===== src/hw/rtl/cnp_pkg.sv =====
`default_nettype none
package cnp_pkg;

  localparam int unsigned RadiusWidth = 15;
  localparam int unsigned AngleWidth  = 32;
  localparam int unsigned RotFrac     = 24;
  localparam int unsigned AtanDepth   = 24;
  localparam int unsigned NumLanes    = 3;
  localparam logic [31:0] GainInfQ32  = 32'd2608131496;
  localparam logic [31:0] HalfTurn    = 32'h8000_0000;
  localparam logic [31:0] QuarterTurn = 32'h4000_0000;
  localparam logic [31:0] ThreeQuarterTurn = 32'hC000_0000;

  typedef logic [AngleWidth-1:0] angle_t;
  typedef logic [15:0]           turn16_t;

  function automatic angle_t atan_turn(input int unsigned idx);
    angle_t a;
    case (idx)
      0:  a = 32'd536870912;
      1:  a = 32'd316933406;
      2:  a = 32'd167458907;
      3:  a = 32'd85004756;
      4:  a = 32'd42667331;
      5:  a = 32'd21354465;
      6:  a = 32'd10679838;
      7:  a = 32'd5340245;
      8:  a = 32'd2670163;
      9:  a = 32'd1335087;
      10: a = 32'd667544;
      11: a = 32'd333772;
      12: a = 32'd166886;
      13: a = 32'd83443;
      14: a = 32'd41722;
      15: a = 32'd20861;
      16: a = 32'd10430;
      17: a = 32'd5215;
      18: a = 32'd2608;
      19: a = 32'd1304;
      20: a = 32'd652;
      21: a = 32'd326;
      22: a = 32'd163;
      23: a = 32'd81;
      default: a = '0;
    endcase
    return a;
  endfunction

endpackage
`default_nettype wire


===== src/hw/rtl/cnp_merge.sv =====
`default_nettype none
module cnp_merge (
  input  wire logic             clk_i,
  input  wire logic             en_i,
  input  wire cnp_pkg::turn16_t ta_i,
  input  wire cnp_pkg::turn16_t tb_i,
  input  wire cnp_pkg::turn16_t tc_i,
  output cnp_pkg::angle_t       z_o,
  output logic                  negate_o
);
  import cnp_pkg::*;

  turn16_t     d0, d1, nxt;
  logic [16:0] dsum;
  angle_t      t32;

  always_comb begin
    d0   = tb_i - ta_i;
    d1   = tc_i - tb_i;
    dsum = {1'b0, d0} + {1'b0, d1};
    nxt  = tc_i + dsum[16:1];
    t32  = {nxt, 16'h0000};
  end

  always_ff @(posedge clk_i) begin
    if (en_i) begin
      if (t32 >= QuarterTurn && t32 < ThreeQuarterTurn) begin
        z_o      <= t32 - HalfTurn;
        negate_o <= 1'b1;
      end else begin
        z_o      <= t32;
        negate_o <= 1'b0;
      end
    end
  end

endmodule
`default_nettype wire


===== config.mk =====
export PLATFORM = sky130hd
export DESIGN_NAME = cnp_merge
export DESIGN_NICKNAME = d
export VERILOG_FILES = /design/src/hw/rtl/cnp_pkg.sv /design/src/hw/rtl/cnp_merge.sv
export SDC_FILE = /design/constraint.sdc
export NUM_CORES = 1
export LEC_CHECK = 0
export BUFFER_PORTS_ARGS = -buffer_cell sky130_fd_sc_hd__buf_2
export CAP_MARGIN = 30
export CORE_MARGIN = 1.5
export CORE_UTILIZATION = 41
export CTS_BUF_LIST = sky130_fd_sc_hd__clkbuf_16
export CTS_CLUSTER_SIZE = 14
export DETAILED_ROUTE_END_ITERATION = 7
export SETUP_SLACK_MARGIN = 0.15
export SLEW_MARGIN = 30
export SYNTH_ARGS = -nofsm -noshare
export SYNTH_HDL_FRONTEND = slang
export SYNTH_SLANG_ARGS = --single-unit
export TNS_END_PERCENT = 30

===== constraint.sdc =====
create_clock -name clk_i -period 5.4 [get_ports clk_i]
set_input_delay 0.27 -clock clk_i [delete_from_list [all_inputs] [get_ports clk_i]]
set_output_delay 0.27 -clock clk_i [all_outputs]
set_load 0.03 [all_outputs]

==> out/results.txt, run 1 <==
final net count - 605
Clk network pwr share - 7.0%
kind of path behind the tightest hold check - primary input to register
clock buffer depth - 2
initial antenna violation count - 0
Tcrit/Tclk final - 88.9%
area grow syn2layout - 14.2%
Slew Viols, Final - 0
DRC Markers - 0
Flop pwr share - 15.2%
Gate power share - 77.8%
final setup vio count - 0
fin crit period - 4.80 ns
number of flops mapped to enable cells by yosys - 17
worst-case hold path end point - z_o[16]$_DFFE_PP_
Buf+Inv Stages, Crit Path - 4
top-area cell type share of the netlist area - 23.1%
sequential-to-total area share from yosys stat - 15.0%
Multi-input gate area - 0.00267 mm2
H-tree levels - 1
Top FF cell, synth - edfxtp_1
fmax - 208 MHz
FF/Latch Area - 510 um2
delay-heaviest family, CP - compound AO/OA/AOI/OAI gates
hold bufs inserted after CTS - 0
IO Pins - 83
PortBufs - 66
gate count of the mapped netlist - 418
clock-pin slew on the worst setup and hold paths - 0.05 ns
WL/cell - 11.3 um
largest net degree at the start of global routing - 18
Max Cap Violations - 0
critical path arrival - 4.79 ns
GRT Overall Usage - 15.9%
initial core utilization - 41.9%
dominant cell type by area after synthesis - ha_1
Startpoint Class - primary input
Sw Share - 46.3%
WHS Path Cells - 2
number of routed nets with antenna violations - 0
final hold viol count - 0
Int Pwr - 1060 uW
CTS tree - built
vias in the first global route - 2741
Cell Chain, Critical Path - buf_2 -> inv_1 -> ha_1 -> inv_1 -> fa_1 -> a21o_1 -> a21oi_1 -> o21bai_1 -> a21oi_1 -> xnor2_1 -> ha_1 -> a211o_1 -> nor3_1 -> o21ai_0 -> o211ai_1 -> buf_4 -> xnor2_1 -> ha_1 -> a21oi_1 -> o21ai_0 -> a31o_1 -> o31a_1 -> xnor2_2 -> xnor2_1
first-pass GRT wire length - 11500 um
CTS root buffer - clkbuf_16
Area contributors post-synth - ha_1 (23%), edfxtp_1 (15%), xnor2_1 (9.8%), a21oi_1 (4.8%), inv_1 (4.8%)
RSZ-0062 raised after global routing - false
hold wc startpoint - tc_i[0]
die height - 94.2 um
Die Width - 94.2 um
routability cong. - 0.810
Overflow after GRT - 0
outcome - completed
P_leak - 0.00194 uW
Worst Setup End Kind - register
Synth warnings - 0
DRT Wirelength - 6710 um
critical path peak fanout - 4
critical setup path kind - primary input to register
Crit path required time - 5.39 ns
dpl hpwl - 5960 um
sw power - 917 uW
Pwr per Cell Area - 509 mW/mm2
Fill cells - 840
Final WS setup - 0.597 ns
Setup TNS - 0 ns
row cnt - 33
CORE AREA - 0.00813 mm2
Netlist cell types - 47
die area - 0.00887 mm2
Synth Cell Area - 0.00341 mm2
Max stage delay on crit path - 0.40 ns
Critical-path top delay cell - fa_1
router iterations before antenna repair - 4
Vias/cell - 4.91
DR iter-0 viols - 130
CTS Sinks - 17
Mean Syn Cell Area - 8.15 um2
FFs w/ async S/R, synth - 0%
CTS Buf Count - 3
top cells by count, synth - ha_1 (63), inv_1 (44), xnor2_1 (38), nor2_1 (34), a21oi_1 (33)
most common cell in the netlist - ha_1
Via Count - 2904
synthesized flop and latch total - 17
layout cells sized above 1 - 17.0%
pre-CTS setup slack - 0.318 ns
Max VDD drop - 0.149 mV
# diodes - 0
==> power groups by stage <==
stage / clock [uW] / sequential (uW) / combinational, uW
after floorplan: 0 / 449 / 1130
after global placement: 0 / 303 / 1510
after detailed placement: 0 / 305 / 1530
after CTS: 143 / 303 / 1540
after global routing: 151 / 307 / 1730
final: 139 / 301 / 1540
==> flip-flops by register name (all words and copies together), names as in the netlist <==
register,cells
z_o,16
negate_o,1
==> per-layer routing <==
| metal | share of wire [%] | track usage (%) |
|---|---|---|
| met1 | 52 | 22.6 |
| met3 | 3.8 | 0.809 |
| met5 | 0 | 0 |
| met2 | 43 | 26.3 |
| met4 | 1.0 | 3.48 |
==> cell usage in the layout, fill, tap and decap left out, types with 5 or more instances in the layout <==
cell type / netlist / final
buf_2: 0 / 66
ha_1: 63 / 63
inv_1: 44 / 45
xnor2_1: 38 / 38
nor2_1: 34 / 34
a21oi_1: 33 / 33
o21ai_0: 28 / 26
nand2_1: 22 / 22
edfxtp_1: 17 / 17
conb_1: 1 / 16
xor2_1: 15 / 15
a21o_1: 12 / 12
o21a_1: 11 / 11
nand3_1: 7 / 7
a211oi_1: 6 / 6
nand2b_1: 6 / 6
nor2b_1: 5 / 5
a31oi_1: 5 / 5
==> how the worst max path moves through the flow <==
| stage | slack, ns | start | cells past startpoint | to |
|---|---|---|---|---|
| after detailed placement | 0.32 | tb_i[0] | 25 | negate_o$_DFFE_PP_ |
| after global routing | 0.15 | tc_i[0] | 26 | negate_o$_DFFE_PP_ |
| after CTS | 0.55 | tb_i[0] | 25 | negate_o$_DFFE_PP_ |
| final | 0.60 | tb_i[0] | 24 | negate_o$_DFFE_PP_ |
| after floorplan | 0.82 | tc_i[0] | 25 | negate_o$_DFFE_PP_ |
| after global placement | 0.42 | tb_i[0] | 23 | negate_o$_DFFE_PP_ |
==> logic make-up (layout without fill, tap and decap cells) <==
group           count (synthesis)  count (layout)  share of synthesized area [%]
buf+inv                        61             115                           8.48
xor+xnor                       54              54                           14.1
fa+ha+maj                      67              67                           25.5
flops                          17              17                           15.0
compound gates                127             127                           24.3
other cells                     1              16                          0.110
simple gates                   91              91                           12.5
==> cell type report <==
class / instances / area share (%)
multi-input cells: 355 / 68.6
flip-flops and latches: 17 / 13.1
repair buffers: 67 / 8.68
well taps: 105 / 3.38
inverters: 44 / 4.24
clock buffers: 3 / 1.93
clock inverters: 1 / 0.0964
==> per-stage QoR <==
stage	area, um2	hold slack [ns]	instances	utilization, %	total power [uW]
2_1_floorplan	3460	0.382	433	-	1580
3_3_place_gp	3800	0.610	587	46.7	1820
3_5_place_dp	3800	0.609	587	46.7	1840
4_1_cts	3880	0.358	591	47.7	1980
5_1_grt	3890	0.362	592	47.9	2190
6_report	3890	0.357	592	47.9	1980
==> timing repair <==
action | in CTS | in global routing
gates resized for setup | 0 | 4
buffers inserted | 0 | 1
endpoints found under the setup margin | 0 | 1
Power figures use the tool's default switching activity.
==> run 2, diff against run 1 <==
--- a/config.mk
+++ b/config.mk
@@ -12,6 +12,7 @@
 export CTS_BUF_LIST = sky130_fd_sc_hd__clkbuf_16
 export CTS_CLUSTER_SIZE = 14
 export DETAILED_ROUTE_END_ITERATION = 7
+export PLACE_DENSITY = 0.65
 export SETUP_SLACK_MARGIN = 0.15
 export SLEW_MARGIN = 30
 export SYNTH_ARGS = -nofsm -noshare
==> run 2 against run 1 <==
Cell area shrank 0.29%. Sequential cell count stayed put. Final cell count is 0.17% lower. Count of clock-buffer cells in the layout is the same. Global-route usage about the same. Sequential power about the same. Non-clock buffer count is 1 lower. Total power is 0.61% lower. Routed wire length is 0.82% higher. Via count rose by 1.3%. Combinational power about the same. Highest routed layer unchanged.
==> out/results.txt, run 2 (synthesis gave the netlist of run 1 again) <==
outcome - completed
Die Width - 94.2 um (unchanged)
clock buffer depth - 2 (unchanged)
DRC Markers - 0 (unchanged)
final net count - 604 (-0.17%)
Critical-path top delay cell - fa_1
H-tree levels - 1 (unchanged)
PortBufs - 66 (unchanged)
critical path arrival - 4.84 ns (+0.05 ns)
final setup vio count - 0 (unchanged)
critical path peak fanout - 6 (+2)
Vias/cell - 4.98 (+1.5%)
DR iter-0 viols - 145 (+12%)
row cnt - 33 (unchanged)
dpl hpwl - 6040 um (+1.2%)
WL/cell - 11.4 um (+0.99%)
clock-pin slew on the worst setup and hold paths - 0.05 ns (about the same)
Worst Setup End Kind - register
number of routed nets with antenna violations - 0 (unchanged)
layout cells sized above 1 - 16.7% (-0.38 points)
DRT Wirelength - 6760 um (+0.82%)
final hold viol count - 0 (unchanged)
RSZ-0062 raised after global routing - false
hold bufs inserted after CTS - 0 (unchanged)
Max Cap Violations - 0 (unchanged)
Top Registers - z_o (16), negate_o (1)
CTS Sinks - 17 (unchanged)
most frequent cells in the layout - buf_2 (66), ha_1 (63), inv_1 (45), xnor2_1 (38), nor2_1 (34)
Largest register FFs - 16 (unchanged)
initial core utilization - 41.9% (unchanged)
router iterations before antenna repair - 4 (unchanged)
die height - 94.2 um (unchanged)
die area - 0.00887 mm2 (unchanged)
Overflow after GRT - 0 (unchanged)
IO Pins - 83 (unchanged)
Max stage delay on crit path - 0.40 ns (about the same)
commonest non-fill, non-tap cell in the layout - buf_2
CTS tree - built
CTS root buffer - clkbuf_16
Post-Place Cells - 587 (unchanged)
GRT Overall Usage - 15.9% (+0.039 points)
vias in the first global route - 2821 (+2.9%)
Largest Register - z_o
Max VDD drop - 0.165 mV (+11%)
Pwr per Cell Area - 507 mW/mm2 (-0.32%)
Startpoint Class - primary input
CTS Buf Count - 3 (unchanged)
first-pass GRT wire length - 11500 um (about the same)
CORE AREA - 0.00813 mm2 (unchanged)
CTS resizes - 0 (unchanged)
Post-DP Area - 0.00380 mm2 (unchanged)
P_leak - 0.00194 uW (-0.28%)
Tcrit/Tclk final - 89.9% (+0.97 points)
Slew Viols, Final - 0 (unchanged)
routability cong. - 0.784 (-3.2%)
Setup Buffers After CTS - 0 (unchanged)
kind of path behind the tightest hold check - primary input to register
fin crit period - 4.86 ns (+0.0525 ns)
Overall Power - 1970 uW (-0.61%)
# diodes - 0 (unchanged)
Setup TNS - 0 ns (unchanged)
Crit path required time - 5.39 ns (about the same)
Final Instance Area - 0.00388 mm2 (-0.29%)
largest net degree at the start of global routing - 18 (unchanged)
critical setup path kind - primary input to register
Fill cells - 811 (-3.5%)
fin cells - 591 (-0.17%)
Via Count - 2942 (+1.3%)
fmax - 206 MHz (-1.1%)
area grow syn2layout - 13.9%
initial antenna violation count - 0 (unchanged)
-- run 2: cell types whose count changed in the layout (fill, tap and decap cells not counted) --
cell,change
buf_4,-1
a21boi_0,+1
o21ai_0,+2
a21boi_2,-1
o21ai_1,-2
-- run 2: per-layer routing --
layer / vias to the layer above / global-route usage (%) / part of all wire [%]
met3: 4 / 0.890 / 4.1
met5: - / 0 / 0
met1: 1290 / 20.8 / 49
li1: 1584 / - / -
met2: 64 / 28.0 / 46
met4: 0 / 4.48 / 0.84
-- run 2: metrics by stage --
step,util [%],hold WS [ns],worst slack [ns]
final,47.7,0.354,0.545
after global routing,47.7,0.363,0.225
after CTS,47.7,0.357,0.575
after detailed placement,46.7,0.598,0.353
after global placement,46.7,0.611,0.427
after floorplan,-,0.382,0.822
-- run 2: critical path, delay by kind of cell --
kind / cells / cell delay (ns)
XOR/XNOR: 4 / 0.51
adder cells (fa/ha/maj): 4 / 1.28
AO/OA/AOI/OAI: 12 / 2.25
AND/OR/NAND/NOR: 4 / 0.42
buffers and inverters: 1 / 0.11
-- run 2: final timing paths --
path,start,end,depth (start not counted)
setup / recovery,tb_i[0],negate_o$_DFFE_PP_,25
hold / removal,tc_i[0],z_o[16]$_DFFE_PP_,2
-- run 2: layout make-up --
cell class	count	area (um2)	area share, %
clock inverters	1	3.75	0.0967
inverters	44	165	4.26
flip-flops and latches	17	510	13.2
clock buffers	3	75.1	1.93
repair buffers	66	330	8.51
multi-input cells	355	2670	68.7
well taps	105	131	3.38
-- run 2: power by group --
group	internal, uW	switching (uW)
logic	669	859
clock network	97.6	40.5
registers	291	11.5
total	1060	911
==> run 3, diff against run 2 <==
--- a/config.mk
+++ b/config.mk
@@ -12,7 +12,7 @@
 export CTS_BUF_LIST = sky130_fd_sc_hd__clkbuf_16
 export CTS_CLUSTER_SIZE = 14
 export DETAILED_ROUTE_END_ITERATION = 7
-export PLACE_DENSITY = 0.65
+export PLACE_DENSITY = 0.67
 export SETUP_SLACK_MARGIN = 0.15
 export SLEW_MARGIN = 30
 export SYNTH_ARGS = -nofsm -noshare
==> constraint.sdc (replaced) <==
create_clock -name clk_i -period 3.95 [get_ports clk_i]
set_input_delay 0.1975 -clock clk_i [delete_from_list [all_inputs] [get_ports clk_i]]
set_output_delay 0.1975 -clock clk_i [all_outputs]
set_load 0.03 [all_outputs]
==> run 3 against run 2 <==
The run now ends with negative setup slack left. Count of clock-buffer cells in the layout did not move. Core utilization up 13 points. Worst hold slack gained 0.027 ns. Non-clock buffer count grew 115. Setup slack lost 1.0 ns. Die area stayed put. Critical endpoint unchanged. Largest power group unchanged.
==> out/results.txt, run 3 (synthesis gave the netlist of run 1 again) <==
sw power - 1520 uW (+67%)
commonest non-fill, non-tap cell in the layout - buf_4
Max stage delay on crit path - 0.34 ns (-0.06 ns)
DRC Markers - 0 (unchanged)
Clk network pwr share - 5.2% (-1.8 points)
Slew Viols, Final - 0 (unchanged)
IO Pins - 83 (unchanged)
first-pass GRT wire length - 13500 um (+17%)
Tcrit/Tclk final - 112%
final hold viol count - 0 (unchanged)
H-tree levels - 1 (unchanged)
CTS root buffer - clkbuf_16
row cnt - 33 (unchanged)
initial antenna violation count - 0 (unchanged)
delay-heaviest family, CP - compound AO/OA/AOI/OAI gates
final net count - 719 (+19%)
Gate power share - 83.4% (+5.8 points)
die height - 94.2 um (unchanged)
DR iter-0 viols - 123 (-15%)
final setup vio count - 6 (+6)
Die Width - 94.2 um (unchanged)
fmax - 226 MHz
critical setup path kind - primary input to register
number of routed nets with antenna violations - 0 (unchanged)
largest net degree at the start of global routing - 18 (unchanged)
critical path arrival - 4.41 ns (-0.43 ns)
RSZ-0062 raised after global routing - true
clock buffer depth - 2 (unchanged)
PortBufs - 66 (unchanged)
Vias/cell - 4.87 (-2.1%)
DRT Wirelength - 8170 um (+21%)
vias in the first global route - 3250 (+15%)
# diodes - 0 (unchanged)
Via Count - 3439 (+17%)
Final WS setup - -0.474 ns (-1.02 ns)
dpl hpwl - 6950 um (+15%)
GRT Overall Usage - 18.4% (+2.5 points)
most frequent cells in the layout - buf_4 (114), buf_2 (65), ha_1 (59), inv_1 (42), xnor2_1 (35)
Buf+Inv Stages, Crit Path - 4 (+3)
Max Cap Violations - 0 (unchanged)
fin crit period - 4.42 ns
WHS Path Cells - 3 (+1)
area grow syn2layout - 44.2%
hold bufs inserted after CTS - 0 (unchanged)
clock-pin slew on the worst setup and hold paths - 0.05 ns (about the same)
layout cells sized above 1 - 37.8% (+21 points)
initial core utilization - 41.9% (unchanged)
Crit path required time - 3.94 ns (-1.45 ns)
Pwr per Cell Area - 738 mW/mm2 (+46%)
routability cong. - 0.803 (+2.5%)
failing checks - negative setup slack
Overflow after GRT - 0 (unchanged)
Post-Place Cells - 692 (+18%)
P_leak - 0.00254 uW (+31%)
die area - 0.00887 mm2 (unchanged)
kind of path behind the tightest hold check - primary input to register
Largest register FFs - 16 (unchanged)
Flop pwr share - 11.4% (-3.9 points)
critical path peak fanout - 4 (-2)
outcome - finished with violations
fin cells - 706 (+19%)
CORE AREA - 0.00813 mm2 (unchanged)
hold wc startpoint - tc_i[0]
Setup TNS - -1.41 ns (-1.41 ns)
Max VDD drop - 0.292 mV (+78%)
Sw Share - 42.0% (-4.3 points)
Startpoint Class - primary input
CTS tree - built
Largest Register - z_o
pre-CTS setup slack - -0.836 ns (-1.19 ns)
WL/cell - 11.6 um (+1.2%)
Top Registers - z_o (16), negate_o (1)
CTS Buf Count - 3 (unchanged)
router iterations before antenna repair - 4 (unchanged)
worst-case hold path end point - z_o[16]$_DFFE_PP_
CTS Sinks - 17 (unchanged)
Critical-path top delay cell - fa_2
Worst Setup End Kind - register
Int Pwr - 2110 uW (+99%)
-- run 3: power groups by stage --
stage          combinational (uW)  sequential (uW)  clock, uW
2_1_floorplan                1590              614          0
3_3_place_gp                 2700              415          0
3_5_place_dp                 2770              417          0
4_1_cts                      2890              414        193
5_1_grt                      3320              420        204
6_report                     3030              412        190
-- run 3: worst max-delay path by stage --
stage,from,to,slack [ns],cells after the start
floorplan,tc_i[0],negate_o$_DFFE_PP_,-0.39,25
finish,tb_i[0],negate_o$_DFFE_PP_,-0.47,25
global route,tb_i[0],negate_o$_DFFE_PP_,-0.70,25
CTS,tb_i[0],negate_o$_DFFE_PP_,-0.45,24
detailed placement,tb_i[1],negate_o$_DFFE_PP_,-0.84,24
global placement,tb_i[0],negate_o$_DFFE_PP_,-0.71,24
-- run 3: cell type report --
type                    count  area (um2)
inverters                  44         168
well taps                 105         131
clock buffers               3        75.1
fillers                   720        3220
flip-flops and latches     17         510
clock inverters             1        3.75
repair buffers            181        1210
multi-input cells         355        2820
-- run 3: per-layer routing --
layer	wire length [um]	global-route usage, %
met1	3790	22.9
met2	4020	34.4
met3	222	0.890
met4	139	4.35
met5	0	0
-- run 3: what timing repair did --
item	CTS	global route
setup buffers	6	4
setup endpoints to repair	10	10
gates resized for setup	22	20
pin swaps	10	19
-- run 3: stage by stage --
step / power [uW] / cell area (um2) / hold WS (ns) / util [%]
2_1_floorplan: 2210 / 3500 / 0.310 / -
3_3_place_gp: 3110 / 4630 / 0.633 / 56.9
6_report: 3630 / 4910 / 0.381 / 60.4
5_1_grt: 3940 / 4910 / 0.394 / 60.4
4_1_cts: 3490 / 4820 / 0.383 / 59.3
3_5_place_dp: 3180 / 4630 / 0.627 / 56.9
